==> config.mk <==
export PLATFORM = sky130hd
export DESIGN_NAME = sact_merge
export DESIGN_NICKNAME = d
export VERILOG_FILES = /design/src/rtl/sact_pkg.sv /design/src/rtl/sact_merge.sv
export SDC_FILE = /design/constraint.sdc
export NUM_CORES = 1
export LEC_CHECK = 0
export ABC_AREA = 1
export ABC_CLOCK_PERIOD_IN_PS = 9100
export BUFFER_PORTS_ARGS = -buffer_cell sky130_fd_sc_hd__clkbuf_2
export CORE_UTILIZATION = 40
export DETAILED_ROUTE_END_ITERATION = 10
export GPL_ROUTABILITY_DRIVEN = 0
export PLACE_DENSITY = 0.71
export SLEW_MARGIN = 20
export SYNTH_ARGS = -nofsm -noshare
export SYNTH_HDL_FRONTEND = slang
export SYNTH_SLANG_ARGS = --single-unit
export TNS_END_PERCENT = 30
==> constraint.sdc <==
create_clock -name clk_i -period 9.1 [get_ports clk_i]
set_clock_uncertainty 0.05 [all_clocks]
set_input_delay 1.365 -clock clk_i [delete_from_list [all_inputs] [get_ports clk_i]]
set_output_delay 1.365 -clock clk_i [all_outputs]
set_load 0.1 [all_outputs]
==> src/rtl/sact_pkg.sv <==
`timescale 1ns / 1ps
package sact_pkg;

  localparam int FIELD_W           = 60;
  localparam int CFG_W             = 8;
  localparam int COORD_WIDTH_DEF   = 20;
  localparam int TIME_FRAC_DEF     = 16;
  localparam logic [CFG_W-1:0] ZVL_RESET = 8'd1;
  localparam int NUM_AXES          = 3;

  // Normal codes
  localparam logic signed [1:0] NORM_POS  = 2'sb01;
  localparam logic signed [1:0] NORM_NEG  = 2'sb11;
  localparam logic signed [1:0] NORM_NONE = 2'sb00;

  typedef struct packed {
    logic motionless;
    logic outside;
    logic swapped;
  } lane_flags_t;

endpackage

==> src/rtl/sact_merge.sv <==
`timescale 1ns / 1ps
// Combines the three slabs in axis order into entry time and normal.
module sact_merge import sact_pkg::*; #(
  parameter int TIME_FRAC_BITS = TIME_FRAC_DEF
) (
  input  logic                             clk_i,
  input  logic                             en_i,
  input  lane_flags_t                      flags_i [NUM_AXES],
  input  logic signed [TIME_FRAC_BITS+2:0] tn_i    [NUM_AXES],
  input  logic signed [TIME_FRAC_BITS+2:0] tf_i    [NUM_AXES],
  output logic [TIME_FRAC_BITS:0]          hit_time_o,
  output logic signed [1:0]                normal_x_o,
  output logic signed [1:0]                normal_y_o,
  output logic signed [1:0]                normal_z_o
);
  localparam int TF = TIME_FRAC_BITS;
  localparam logic signed [TF+2:0] ONE = (TF+3)'(1) << TF;

  logic signed [TF+2:0] enter, exit_t;
  logic                 miss;
  logic signed [1:0]    nrm [NUM_AXES];

  always_comb begin
    enter  = '0;
    exit_t = ONE;
    miss   = 1'b0;
    for (int a = 0; a < NUM_AXES; a++) nrm[a] = NORM_NONE;
    for (int a = 0; a < NUM_AXES; a++) begin
      if (!miss) begin
        if (flags_i[a].motionless) begin
          miss = flags_i[a].outside;
        end else begin
          if (tn_i[a] > enter) begin
            enter = tn_i[a];
            for (int k = 0; k < NUM_AXES; k++) nrm[k] = NORM_NONE;
            nrm[a] = flags_i[a].swapped ? NORM_POS : NORM_NEG;
          end
          if (tf_i[a] < exit_t) exit_t = tf_i[a];
          if (enter > exit_t || exit_t < 0) miss = 1'b1;
        end
      end
    end
    if (enter < 0 || enter > ONE) miss = 1'b1;
  end

  always_ff @(posedge clk_i) begin
    if (en_i) begin
      hit_time_o <= miss ? ONE[TF:0] : enter[TF:0];
      normal_x_o <= miss ? NORM_NONE : nrm[0];
      normal_y_o <= miss ? NORM_NONE : nrm[1];
      normal_z_o <= miss ? NORM_NONE : nrm[2];
    end
  end
endmodule

# Word level (Yosys, flattened, before mapping)
# Index checks and enable logic that the tools add are counted.
[totals]
memories = 0
in_bits = 125
output_inout_bits = 23
latchBits = 0
rom_bits = 0
regBits = 23
mem_bits_rw = 0
[op_classes]
multipliers = 0
n_reduce_logical = 4
div_mod_pow = 0
n_bitwise = 0
shift = 0
addsub = 0
n_mux = 44
magnitude_cmp = 14
eq_ne = 0
[op_table]
columns = ["op", "count"]
rows = [
  ["19-bit 2-to-1 mux", 24],
  ["19-bit greater-than comparator", 5],
  ["19-bit by 1-bit < comparator with 1-bit output, second input constant", 4],
  ["6-bit 2-to-1 mux", 8],
  ["19-bit < comparator", 2],
  ["19-bit by 1-bit greater-than comparator with 1-bit output, second input constant", 1],
  ["19-bit by 18-bit greater-than comparator with 1-bit output, second input constant", 1],
  ["19-bit by 18-bit < comparator with 1-bit output, second input constant", 1],
  ["1-bit 2-to-1 mux", 9],
  ["2-bit 2-to-1 mux", 3],
  ["1-bit logical OR", 4],
]

# Logic depth before layout (Yosys ltp)
[logic_depth]
depth_word = 20
mapped_depth = 59
mapped_depth_nobuf = 55

# Worst setup path after synthesis
# No wires, ideal clock.
[synth_path]
kind = "input -> register"
from = "input port tf_i[55] (netlist bit)"
to = "register hit_time_o[0], data pin"
cell_stages = 48
arrival_time_ns = 8.188
setup_ns = 0.134
path_buffers = 5
path_slack_ns = 0.728
cell_sequence = "or3_1 -> ha_1 -> inv_1 -> clkbuf_1 -> clkbuf_1 -> nand2_1 -> ha_1 -> nand2_1 -> nor2_1 -> nand2_1 -> nor2_1 -> nand2_1 -> nand3_1 -> nand2_1 -> nand3_1 -> nand2_1 -> nor2_1 -> inv_2 -> (+12 left out) -> clkbuf_1 -> o21ai_0 -> ha_1 -> inv_1 -> nor3_1 -> nand2_1 -> o311ai_0 -> nand2_1 -> nand2_1 -> a21oi_1 -> o211a_1 -> or2_2 -> nand3_1 -> nand2_1 -> a21oi_2 -> nand2_4 -> buf_8 -> nor2_4"
[synth_via]
elab_chain_cells = 20
word_cells_on_any_way = 42
classes_between = "order compare: 12; mux: 26; reduce/logical: 4"
[synth_lines]
columns = ["element", "line", "rtl"]
rows = [
  ["start: declaration", "sact_merge.sv:10", "input logic signed [TIME_FRAC_BITS+2:0] tf_i [NUM_AXES],"],
  ["19-bit by 18-bit < comparator with 1-bit output", "sact_merge.sv:38", "if (tf_i[a] < exit_t) exit_t = tf_i[a];"],
  ["19-bit 2-to-1 mux (*)", "sact_merge.sv:38", ""],
  ["19-bit 2-to-1 mux (*)", "sact_merge.sv:30", "if (flags_i[a].motionless) begin"],
  ["19-bit 2-to-1 mux", "sact_merge.sv:30", ""],
  ["19-bit < comparator", "sact_merge.sv:38", ""],
  ["19-bit 2-to-1 mux", "sact_merge.sv:38", ""],
  ["19-bit 2-to-1 mux", "sact_merge.sv:30", ""],
  ["19-bit 2-to-1 mux", "sact_merge.sv:29", "if (!miss) begin"],
  ["(+4 left out)", "--", ""],
  ["19-bit 2-to-1 mux", "sact_merge.sv:30", ""],
  ["19-bit 2-to-1 mux", "sact_merge.sv:29", ""],
  ["19-bit greater-than comparator / 19-bit by 1-bit < comparator with 1-bit output (equally long branches)", "sact_merge.sv:39", "if (enter > exit_t || exit_t < 0) miss = 1'b1;"],
  ["1-bit logical OR", "sact_merge.sv:39", ""],
  ["1-bit 2-to-1 mux", "sact_merge.sv:39", ""],
  ["1-bit 2-to-1 mux", "sact_merge.sv:30", ""],
  ["1-bit 2-to-1 mux", "sact_merge.sv:29", ""],
  ["1-bit 2-to-1 mux", "sact_merge.sv:43", "if (enter < 0 || enter > ONE) miss = 1'b1;"],
  ["end signal: assignment", "sact_merge.sv:48", "hit_time_o <= miss ? ONE[TF:0] : enter[TF:0];"],
  ["end: declaration", "sact_merge.sv:11", "output logic [TIME_FRAC_BITS:0] hit_time_o,"],
]
# Every way passes the cells marked *; elsewhere a longest branch is shown, timed or not. The select of a mux whose other input is x is not followed.
# A chain may end at the register's enable or synchronous reset.

# Worst setup path after layout
[layout_path]
from = "input port tf_i[55] (netlist bit)"
to = "register hit_time_o[1], data pin"
# The elaborated chain is that of the path after synthesis.

==> impl_metrics.ini <==
[run_status]
run_status = completed

[logic_synthesis]
synthTopCellsByArea = ha_1, nand2_1, edfxtp_1, inv_1, o21ai_0
synth_top_cell_area_share_pct = 25.2
ys_seq_area_share_pct = 10.6
ys_types = 55
yosysTopAreaCell = ha_1
synth_nets = 1319
synth_edf_count = 23
yosys_register_bits = 23
yosysWarnings = 0
syn_avg_cell_area_um2 = 6.12
syn_area_um2 = 6510
synthArstFlopShare_pct = 0
syn_inst = 1063
synth_flop_cell = edfxtp_1

[die]
ios = 148
start_util_pct = 41.0
core_area_um2 = 15900
fp.dieW_um = 130
die_h_um = 130
dieArea_um2 = 16800
rows = 46

[place]
post-dp-hpwl_um = 17700
place_ws_ps = -45.4
io_buffers = 147

[global_routing]
use_met3_pct = 1.94
antenna_found_initial = 0
gr-usage-met2_pct = 39.8
grtUsageTotal_pct = 24.3
grt_pass1_wl_um = 31900
use_met1_pct = 33.3
grt_max_degree = 38
gr-total-overflow = 0
busiest_layer = met2
first_global_vias = 6483

[timing]
rsz0062_at_grt = false
max_slew_margin_pct = 58.5
whs_ps = 1330
setup_tns_ps = 0
final_hold_viol_count = 0
fin_crit_sh_pct = 93.5
final.setup.worst_slack_ps = 588
fmax_ghz = 0.117
drv_slew = 0
min_period_ps = 8510
worstMarginPinSlew_ps = 620
setup_violations = 0

[cts]
htree_num_levels = 1
cts.clk_slew.worst_paths_ps = 50
clock_path_buffers = 2
root_buffer = clkbuf_16
post_cts_buffers = 0
cts_buffers = 3
cts.sinks = 23
cts_tree = yes
cts_hold_buffers = 0

[flow_run]
cap_violations = 0

[setup_path]
cp_slowest_cell = or3_1
max_stage_delay_ps = 370
path_class = input port to flop
startpoint_type = input port
cp-end-kind = flop
crit_fanout = 30
cpMostUsedCell = nand2_1
required_ps = 9160
startpoint = tf_i[55]
cp_data_arrival_time_ps = 8570

[pwr]
power.leakage_nw = 4.11
peakVddDrop_mv = 0.124
p_per_area_nw_per_um2 = 112
power_mw = 0.844

[detailed_routing]
postRouteAntennaNets = 0
vias = 7176
drt_pre_antenna_iters = 5
drc = 0
finalWirelength_um = 19900
wl_per_cell_um = 14.1
drt_iter0_markers = 443
viasPerCell = 5.09

[finish]
drive_above_1_share_pct = 17.8
final_cell_mix = nand2_1, inv_1, clkbuf_2, ha_1, nor2_1
layout_commonest_cell = nand2_1
finalNetCount = 1450
antenna_cells = 0
area_growth_pct = 16.1

[worst_hold_path]
min_from = flags_i[0]
hold_class = input port to flop
## per-stage QoR
step / area [um2] / util [%] / cells
3_3_place_gp: 7440 / 46.8 / 1405
6_report: 7550 / 47.6 / 1409
2_1_floorplan: 6510 / - / 1063
4_1_cts: 7520 / 47.3 / 1409
5_1_grt: 7550 / 47.6 / 1409
3_5_place_dp: 7440 / 46.8 / 1405
## critical path: cells and delay by family
kind	cells	cell delay, ps
AO/OA/AOI/OAI	15	2700
adder cells (fa/ha/maj)	4	1250
AND/OR/NAND/NOR	19	2420
buffers and inverters	6	830
## metal layers
layer  wire length (um)  vias to the layer above  part of all wire, %
met5                  0                        -                    0
met4                673                        0                  3.4
met1               9170                     3061                   46
met3               1410                       46                  7.1
met2               8630                      288                   43
li1                   -                     3781                    -
## synthesized netlist by cell type (all sizes together) (4+ instances only)
library cell	n
a21oi	71
buf	10
clkbuf	20
edfxtp	23
ha	131
inv	164
nand2	296
nand3	43
nand4	28
nor2	122
nor3	11
nor4	7
o21ai	103
o21bai	4
## what timing repair did
action                                  in CTS  in global routing
endpoints found under the setup margin       0                 23
endpoints found under the hold margin        0                  0
resized for setup                            0                 15
## cells by family after synthesis
| group | Yosys count | synth area share, % |
|---|---|---|
| and+or+nand+nor | 513 | 35.6 |
| AOI/OAI and AO/OA | 198 | 16.4 |
| buffers and inverters | 195 | 11.9 |
| adders and majority gates | 131 | 25.2 |
| DFF | 23 | 10.6 |
| other | 2 | 0.115 |
| xor gates and xnor gates | 1 | 0.135 |
## registers in the layout, indices dropped and copies added, names as in the netlist
name	flops
hit_time_o	17
normal_y_o	2
normal_z_o	2
normal_x_o	2
## worst paths after layout
path	to	slack (ps)	depth (start not counted)
worst max-delay path	hit_time_o[1]	590	44
worst min-delay path	normal_z_o[1]	1330	2
## power breakdown
| group | switching (mW) | internal, mW | leakage (nW) |
|---|---|---|---|
| logic | 0.419 | 0.208 | 3.85 |
| clock network | 0.0325 | 0.0590 | 0.0409 |
| registers | 0.00179 | 0.125 | 0.219 |
| total | 0.453 | 0.391 | 4.11 |
## final cells by class
type	instances	area, um2
clock inverters	1	5.00
repair buffers	156	820
flip-flops and latches	23	691
multi-input cells	845	5070
fillers	1708	8330
well taps	216	270
clock buffers	3	75.1
inverters	165	624
(Power assumes the default switching activity.)
