[config.mk]
export PLATFORM = sky130hd
export DESIGN_NAME = sact_lane
export DESIGN_NICKNAME = d
export VERILOG_FILES = /design/src/rtl/sact_pkg.sv /design/src/rtl/sact_div.sv /design/src/rtl/sact_lane.sv
export SDC_FILE = /design/constraint.sdc
export NUM_CORES = 2
export LEC_CHECK = 0
export BUFFER_PORTS_ARGS = -buffer_cell sky130_fd_sc_hd__buf_4
export CAP_MARGIN = 10
export CORE_ASPECT_RATIO = 0.7
export CORE_MARGIN = 4
export CORE_UTILIZATION = 60
export DETAILED_ROUTE_END_ITERATION = 10
export PLACE_DENSITY = 0.76
export SKIP_LAST_GASP = 1
export SLEW_MARGIN = 10
export SYNTH_ARGS = -nofsm -noshare
export SYNTH_HDL_FRONTEND = slang
export SYNTH_SLANG_ARGS = --single-unit
[constraint.sdc]
create_clock -name clk_i -period 9.9 [get_ports clk_i]
set_input_delay 1.98 -clock clk_i [delete_from_list [all_inputs] [get_ports clk_i]]
set_output_delay 1.98 -clock clk_i [all_outputs]
set_load 0.1 [all_outputs]
[src/rtl/sact_pkg.sv]
`timescale 1ns / 1ps
package sact_pkg;

  localparam int FIELD_W           = 60;
  localparam int CFG_W             = 8;
  localparam int COORD_WIDTH_DEF   = 20;
  localparam int TIME_FRAC_DEF     = 16;
  localparam logic [CFG_W-1:0] ZVL_RESET = 8'd1;
  localparam int NUM_AXES          = 3;

  // Normal codes
  localparam logic signed [1:0] NORM_POS  = 2'sb01;
  localparam logic signed [1:0] NORM_NEG  = 2'sb11;
  localparam logic signed [1:0] NORM_NONE = 2'sb00;

  typedef struct packed {
    logic motionless;
    logic outside;
    logic swapped;
  } lane_flags_t;

endpackage

[src/rtl/sact_div.sv]
`timescale 1ns / 1ps
// Pipelined restoring divider: floor(+-mag * 2^TF / den), saturated to +-2^(TF+1).
// One quotient bit per stage, TF+2 stages after the input register.
module sact_div import sact_pkg::*; #(
  parameter int MAG_W = 23,
  parameter int DEN_W = 21,
  parameter int TF    = TIME_FRAC_DEF
) (
  input  logic                 clk_i,
  input  logic                 en_i,
  input  logic                 neg_i,
  input  logic [MAG_W-1:0]     mag_i,
  input  logic [DEN_W-1:0]     den_i,
  output logic signed [TF+2:0] t_o
);
  localparam int S = TF + 2;

  logic [MAG_W-1:0] r_q   [S+1];
  logic [S-1:0]     q_q   [S+1];
  logic [DEN_W-1:0] den_q [S+1];
  logic             neg_q [S+1];
  logic             sat_q [S+1];

  logic [MAG_W+1:0] den_x4;
  assign den_x4 = {(MAG_W+2)'(den_i)} << 2;

  always_ff @(posedge clk_i) begin
    if (en_i) begin
      r_q[0]   <= mag_i;
      q_q[0]   <= '0;
      den_q[0] <= den_i;
      neg_q[0] <= neg_i;
      sat_q[0] <= ((MAG_W+2)'(mag_i) >= den_x4);
    end
  end

  for (genvar j = 0; j < S; j++) begin : g_stage
    logic [MAG_W:0]   rsh;
    logic [MAG_W:0]   dsh;
    logic [MAG_W:0]   rdif;
    logic             ge;
    logic [S-1:0]     qn;

    always_comb begin
      if (j == 0) begin
        rsh = {1'b0, r_q[j]};
        dsh = (MAG_W+1)'(den_q[j]) << 1;
      end else if (j == 1) begin
        rsh = {1'b0, r_q[j]};
        dsh = (MAG_W+1)'(den_q[j]);
      end else begin
        rsh = {r_q[j], 1'b0};
        dsh = (MAG_W+1)'(den_q[j]);
      end
      ge   = (rsh >= dsh);
      rdif = ge ? (rsh - dsh) : rsh;
      qn   = q_q[j];
      qn[S-1-j] = ge;
    end

    always_ff @(posedge clk_i) begin
      if (en_i) begin
        r_q[j+1]   <= rdif[MAG_W-1:0];
        q_q[j+1]   <= qn;
        den_q[j+1] <= den_q[j];
        neg_q[j+1] <= neg_q[j];
        sat_q[j+1] <= sat_q[j];
      end
    end
  end

  // Floor correction and saturation
  localparam logic [TF+2:0] LIM = (TF+3)'(1) << (TF+1);
  logic [TF+2:0] qp;
  logic [TF+2:0] qm;
  logic [TF+2:0] mag_sat;

  always_comb begin
    qp = (TF+3)'(q_q[S]);
    qm = qp + (TF+3)'(|r_q[S]);
    if (neg_q[S]) begin
      mag_sat = (sat_q[S] || qm > LIM) ? LIM : qm;
      t_o     = -$signed(mag_sat);
    end else begin
      mag_sat = (sat_q[S] || qp > LIM) ? LIM : qp;
      t_o     = $signed(mag_sat);
    end
  end
endmodule

[src/rtl/sact_lane.sv]
`timescale 1ns / 1ps
// One axis: slab setup, two dividers, near/far ordering.
module sact_lane import sact_pkg::*; #(
  parameter int COORD_WIDTH    = COORD_WIDTH_DEF,
  parameter int TIME_FRAC_BITS = TIME_FRAC_DEF
) (
  input  logic                             clk_i,
  input  logic                             en_i,
  input  logic [CFG_W-1:0]                 limit_i,
  input  logic signed [COORD_WIDTH-1:0]    mmin_i,
  input  logic signed [COORD_WIDTH-1:0]    mmax_i,
  input  logic signed [COORD_WIDTH-1:0]    vel_i,
  input  logic signed [COORD_WIDTH-1:0]    smin_i,
  input  logic signed [COORD_WIDTH-1:0]    smax_i,
  output lane_flags_t                      flags_o,
  output logic signed [TIME_FRAC_BITS+2:0] tn_o,
  output logic signed [TIME_FRAC_BITS+2:0] tf_o
);
  localparam int W  = COORD_WIDTH;
  localparam int NW = W + 3;
  localparam int S  = TIME_FRAC_BITS + 2;

  logic signed [NW-1:0] o2, ext, lo2, hi2, n1, n2;
  logic [W-1:0]         av;
  logic [W:0]           den;
  logic                 motionless, outside, neg1, neg2;
  logic [NW-1:0]        mag1, mag2;

  always_comb begin
    o2   = NW'(mmin_i) + NW'(mmax_i);
    ext  = NW'(mmax_i) - NW'(mmin_i);
    lo2  = (NW'(smin_i) <<< 1) - ext;
    hi2  = (NW'(smax_i) <<< 1) + ext;
    n1   = lo2 - o2;
    n2   = hi2 - o2;
    av   = vel_i[W-1] ? W'(-vel_i) : W'(vel_i);
    den  = {av, 1'b0};
    motionless = (av == '0) || (av < W'(limit_i));
    outside    = (o2 < lo2) || (o2 > hi2);
    neg1 = n1[NW-1] ^ vel_i[W-1];
    neg2 = n2[NW-1] ^ vel_i[W-1];
    mag1 = n1[NW-1] ? NW'(-n1) : NW'(n1);
    mag2 = n2[NW-1] ? NW'(-n2) : NW'(n2);
  end

  logic signed [TIME_FRAC_BITS+2:0] t1, t2;

  sact_div #(.MAG_W(NW), .DEN_W(W+1), .TF(TIME_FRAC_BITS)) u_div_lo (
    .clk_i, .en_i, .neg_i(neg1), .mag_i(mag1), .den_i(den), .t_o(t1)
  );
  sact_div #(.MAG_W(NW), .DEN_W(W+1), .TF(TIME_FRAC_BITS)) u_div_hi (
    .clk_i, .en_i, .neg_i(neg2), .mag_i(mag2), .den_i(den), .t_o(t2)
  );

  // Side info travels alongside the divider pipeline
  logic mot_q [S+1];
  logic out_q [S+1];

  always_ff @(posedge clk_i) begin
    if (en_i) begin
      mot_q[0] <= motionless;
      out_q[0] <= outside;
      for (int k = 0; k < S; k++) begin
        mot_q[k+1] <= mot_q[k];
        out_q[k+1] <= out_q[k];
      end
    end
  end

  logic swap;
  assign swap = (t1 > t2);

  always_ff @(posedge clk_i) begin
    if (en_i) begin
      flags_o.motionless <= mot_q[S];
      flags_o.outside    <= out_q[S];
      flags_o.swapped    <= swap;
      tn_o <= swap ? t2 : t1;
      tf_o <= swap ? t1 : t2;
    end
  end
endmodule

# After elaboration in Yosys (flattened, before gate mapping)
# Memories as Yosys holds them, arrays and structs flattened. A register that Yosys moved wholly into a read port is not among the register bits.
# Index checks and enable logic that the tools add are counted.
# totals
register_bits	39
mem_bits_rw	2470
wordCells	170
mem_count	12
# memory_table
memory	words	word_bits	rd	rd_clocked_by_memory_dff	write_ports	line	text
u_div_hi.r_q	19	23	19	0	19	sact_div.sv:18	logic [MAG_W-1:0] r_q [S+1];
u_div_lo.r_q	19	23	19	0	19	sact_div.sv:18	
u_div_hi.den_q	19	21	18	0	19	sact_div.sv:20	logic [DEN_W-1:0] den_q [S+1];
u_div_lo.den_q	19	21	18	0	19	sact_div.sv:20	
u_div_hi.q_q	19	18	19	0	19	sact_div.sv:19	logic [S-1:0] q_q [S+1];
u_div_lo.q_q	19	18	19	0	19	sact_div.sv:19	
+6 memories	n/a	n/a	n/a	n/a	n/a	n/a	
# classes
n_addsub	49
magnitude_cmp	46
mux	49
n_bitwise	2
n_reduce_logical	9
# op_table
op	count
$mux W23	38
$sub A23 B21 Y23	34
$ge A24 B21 Y1	32
$mux W19	6
$ge A23 B21 Y1	2
$ge A23 B22 Y1	2
$ge A23 B23 Y1	2
$neg A23 Y23	2
$reduce_or A23 Y1	2
$sub A22 B21 Y23	2
$sub A23 B22 Y23	2
$add A18 B1 Y19	2
$gt A19 B18 Y1 const B	2
$neg A19 Y19	2
$gt A18 B18 Y1 const B	2
$mux W18	2
$add A21 B21 Y22	1
$gt A21 B22 Y1	1
$lt A21 B22 Y1	1
$sub A21 B21 Y22	1
$add A20 B20 Y21	1
$sub A20 B20 Y21	1
$logic_not A20 Y1	1
$lt A20 B8 Y1	1
other kinds (6)	13

# Longest topological paths before layout
# An unclocked memory read counts as a cell.
# depth
ltp_word	10
depth_mapped	42

# Modules after synthesis
# A second synthesis with hierarchy kept.
# hier_totals
hier_cells	10998
area_unflattened_um2	123597.3
# by_module_without_submodules
module	instances	cells_each	area_each_um2	seq_area_each_um2
sact_div (u_div_lo)	1	4714	56455.4	30749.5
sact_div (u_div_hi)	1	4939	55816.0	30749.5
sact_lane	1	1345	11325.9	2372.3

# Worst setup path before layout
# No wires, ideal clock.
# synth_timing
path_kind	in2reg
startpoint	input port mmax_i[0]
endpoint	memory u_div_lo.sat_q[0], data pin
arrival_time_ns	8.796
t_required_ns	9.639
slack_ns	0.843
path_stages	40
n_path_buf	1
cell_sequence	inv_1 > ha_1 > inv_1 > fa_1 > a21o_1 > a21oi_1 > o21ai_0 > nor2b_1 > a21oi_1 > xnor2_1 > inv_1 > ha_1 > a21o_1 > a21oi_1 > o21ai_0 > a21o_1 > a21oi_1 > xnor2_1 > [... 4 more ...] > a21oi_1 > a211o_1 > o31ai_1 > nand2b_1 > a31oi_1 > clkbuf_1 > a31o_2 > xnor2_1 > ha_1 > a21o_1 > a21o_1 > a21oi_1 > o21ai_0 > a221oi_1 > nor2_1 > a211oi_1 > o21a_1 > o41ai_1
# synth_rtl
element	line	text
start, declared	sact_lane.sv:11	input logic signed [COORD_WIDTH-1:0] mmax_i,
end, declared	sact_div.sv:22	logic sat_q [S+1];

==> impl_results.md <==
* Status: complete, no violations
* Critical path's largest stage delay at 400 ps
* Clk sinks at 1,693
* Main flop type after synthesis: edfxtp_1
* Post-CTS setup buffers at 0
* Cell count after synthesis at between 10,000 and 15,000
* Io pins at 151
* Ys async rst share at 0
* Max VDD drop at roughly 0.00025 V
* Fill count at around 13,000
* Avg WL per Cell at about 23 um
* Cts bufs inserted at between 150 and 200
* Vias per Instance at 6.40
* Final WL at around 300,000 um
* CTS tree: yes
* Setup slack, reg-to-reg at about 1800 ps
* Die area at between 150,000 and 200,000 um^2
* Synth cell types at just under 90
* Pleak at around 0.047 uW
* PnR worst setup slack at around 800 ps
* P&R area growth vs syn at 9.18%
* Starting Density at 0.604
* Dpl cells at about 12,000
* Clock Latency Late Sink at a little over 800 ps
* Crit share post-route at 0.920
* Sequential area share after synthesis at 0.476
* Layout Utilization at 0.659
* Yosys top cell area share at 0.476
* Mapped Nets at about 11,000
* Min Tclk post-route at about 9100 ps
* RSZ-0062 raised after global routing: false
* R2r worst-path depth at 24
* Layout Cells excl Fill at roughly 13,000
* Busiest layer in global routing: met1
* Die W at between 500 and 600 um
* Total track usage at 0.313
* Register bit count reported by yosys at roughly 1,700
* Max Clock Skew at about 40 ps
* Final antenna-violating net count at 0
* Met3 Usage GRT at 0.0774
* Residual DRC at 0
* Clock Pin Slew Worst Setup and Hold Paths at roughly 60 ps
* Initial antenna violation count at 17
* Setup violators final at 0
* IO Port Bufs at 150
* Yosys warnings at 0
* Post-synth EDFFs at 1,693
* Fin. Hold Viols at 0
* MaxCap Viol Count at 0
* Max-slew violations at 0
* Maximum clock path buffer count at 3
* Hold-critical path depth at 0
* First-pass GRT wire length at about 450,000 um
* Pwr Density at between 300 and 400 nW/um^2
* CP Data Required Time at about 10,000 ps
* Final #Nets at 11,300
* Slowest-stage cell, CP: fa_1
* Type of origin of the critical path: primary input
* Area contributors post-synth: edfxtp_1, ha_1, a21oi_1
* Hold Buf Count CTS at 0
* Syn avg cell area at ~11 um^2
* GR Util met1 at 0.501
* Worst hold-check path type: flop to flop
* Fmax achieved at 110 MHz
* Total iterations of the first detailed-routing run at 6
* Vias in the first global route at between 70,000 and 80,000
* Root buffer cell: clkbuf_16
* Pre-CTS setup slack at 170 ps
* Post-DP HPWL at approximately 230,000 um
* Die H at between 300 and 400 um
* CP Capture Type: flop
* Post-cts resize count at 0
* Met2 GRT Util at 0.426
* Crit Path Class: primary input to flop
* Ratio of cells with drive above 1 in the final layout at 0.0850
* Final GP Congestion at 1.00
* Core area at ~180,000 um^2
* Worst-margin pin slew at ~1200 ps
* CP Data Arrival Time at just under 10,000 ps
* Congestion Overflow GR at 0
* CP Max Fanout at 4
* Rows at between 100 and 150
* Synth Cell Area at approximately 110,000 um^2
* Dominant cell type by area after synthesis: edfxtp_1
* DRT iter0 DRCs at 10,600
* H-tree depth at 4
* Setup_tns at 0 ps
* Slew HR at 0.184
* Pin count of the biggest net entering global routing at between 200 and 250
* Via count at around 82,000
## state kept, by name, summed over array words and instances (netlist names), 120 cells and up, named ones only
name,cells
u_div_hi.r_q,417
u_div_lo.r_q,417
u_div_hi.den_q,240
u_div_hi.q_q,171
u_div_lo.q_q,171
u_div_lo.den_q,120
## layout make-up
cell class                 count  area [um^2]  area share
clock buffer                 189         4240      0.0364
antenna                        4         10.0   0.0000859
tap                         2358         2950      0.0253
clock inverter               113         1310      0.0113
timing repair buffer         252         2000      0.0172
sequential                  1693        50800       0.436
multi-input combinational   7385        52300       0.449
inverter                     766         2880      0.0247
## per-stage QoR
| step | instance area [um^2] | hold WS [ps] | total power [uW] |
|---|---|---|---|
| floorplan | 107000 | 400 | 27800 |
| detailed placement | 111000 | 405 | 34100 |
| global route | 117000 | 384 | 43900 |
| finish | 117000 | 394 | 41400 |
| CTS | 117000 | 379 | 40800 |
| global placement | 111000 | 401 | 33500 |
## worst paths after layout
check | startpoint | end
setup / recovery | mmax_i[0] | u_div_lo.sat_q[0]$_DFFE_PP_
hold reg to reg | mot_q[2]$_DFFE_PP_ | mot_q[3]$_DFFE_PP_
setup reg to reg | u_div_hi.r_q[18][13]$_DFFE_PP_ | tf_o[4]$_DFFE_PP_
hold / removal | mot_q[2]$_DFFE_PP_ | mot_q[3]$_DFFE_PP_
## cell families (layout without fill, tap and decap cells)
logic type                 Yosys count  after routing  share of synthesized area
muxes                              308            308                     0.0318
and+or+nand+nor                   2682           2682                      0.123
DFF                               1693           1693                      0.476
other                                2              6                  0.0000704
buffers and inverters              982           1320                     0.0351
adders and majority gates          965            965                      0.116
xor gates and xnor gates           746            746                     0.0612
AOI/OAI and AO/OA                 2682           2682                      0.156
## synthesized netlist by cell type, types with 141 or more instances
library cell,number
a21oi_1,861
edfxtp_1,1693
nand2b_1,143
nor2_1,722
ha_1,923
nand2_1,668
inv_1,761
o21ai_0,648
nor3_1,233
xnor2_1,451
nor2b_1,162
clkbuf_1,183
xor2_1,295
mux2_2,249
a21o_1,299
nand4_1,141
## power breakdown
group	switching, uW	total, uW	internal, uW
clock network	2940	6490	3560
registers	1760	13100	11400
logic	12800	21800	8960
total	17500	41400	23900
## metal layers
metal | up-vias | share of wire
met1 | 39400 | 0.47
met3 | 410 | 0.12
met2 | 4100 | 0.40
met5 | - | 0.00067
met4 | 6 | 0.019
li1 | 37700 | -
## cells in the final DEF (no fill, tap or decap), types with 110 or more instances in the layout
| cell | count |
|---|---|
| nand2b_1 | 143 |
| o21a_1 | 110 |
| xor2_1 | 295 |
| ha_1 | 923 |
| nor3_1 | 233 |
| nand4_1 | 141 |
| nand3_1 | 137 |
| nor2_1 | 721 |
| o21ai_0 | 646 |
| a21oi_1 | 858 |
| nor2b_1 | 161 |
| mux2_2 | 249 |
| a21o_1 | 299 |
| nand2_1 | 668 |
| xnor2_1 | 451 |
| buf_4 | 244 |
| edfxtp_1 | 1693 |
| clkbuf_16 | 166 |
| inv_1 | 761 |
## critical path, delay by kind of cell
family          cells  cell delay (ps)
compound gates     20             4000
xor+xnor            3              680
fa+ha+maj           5             1480
buf+inv             5              480
simple gates        8             1030
Power figures use the tool's default switching activity.
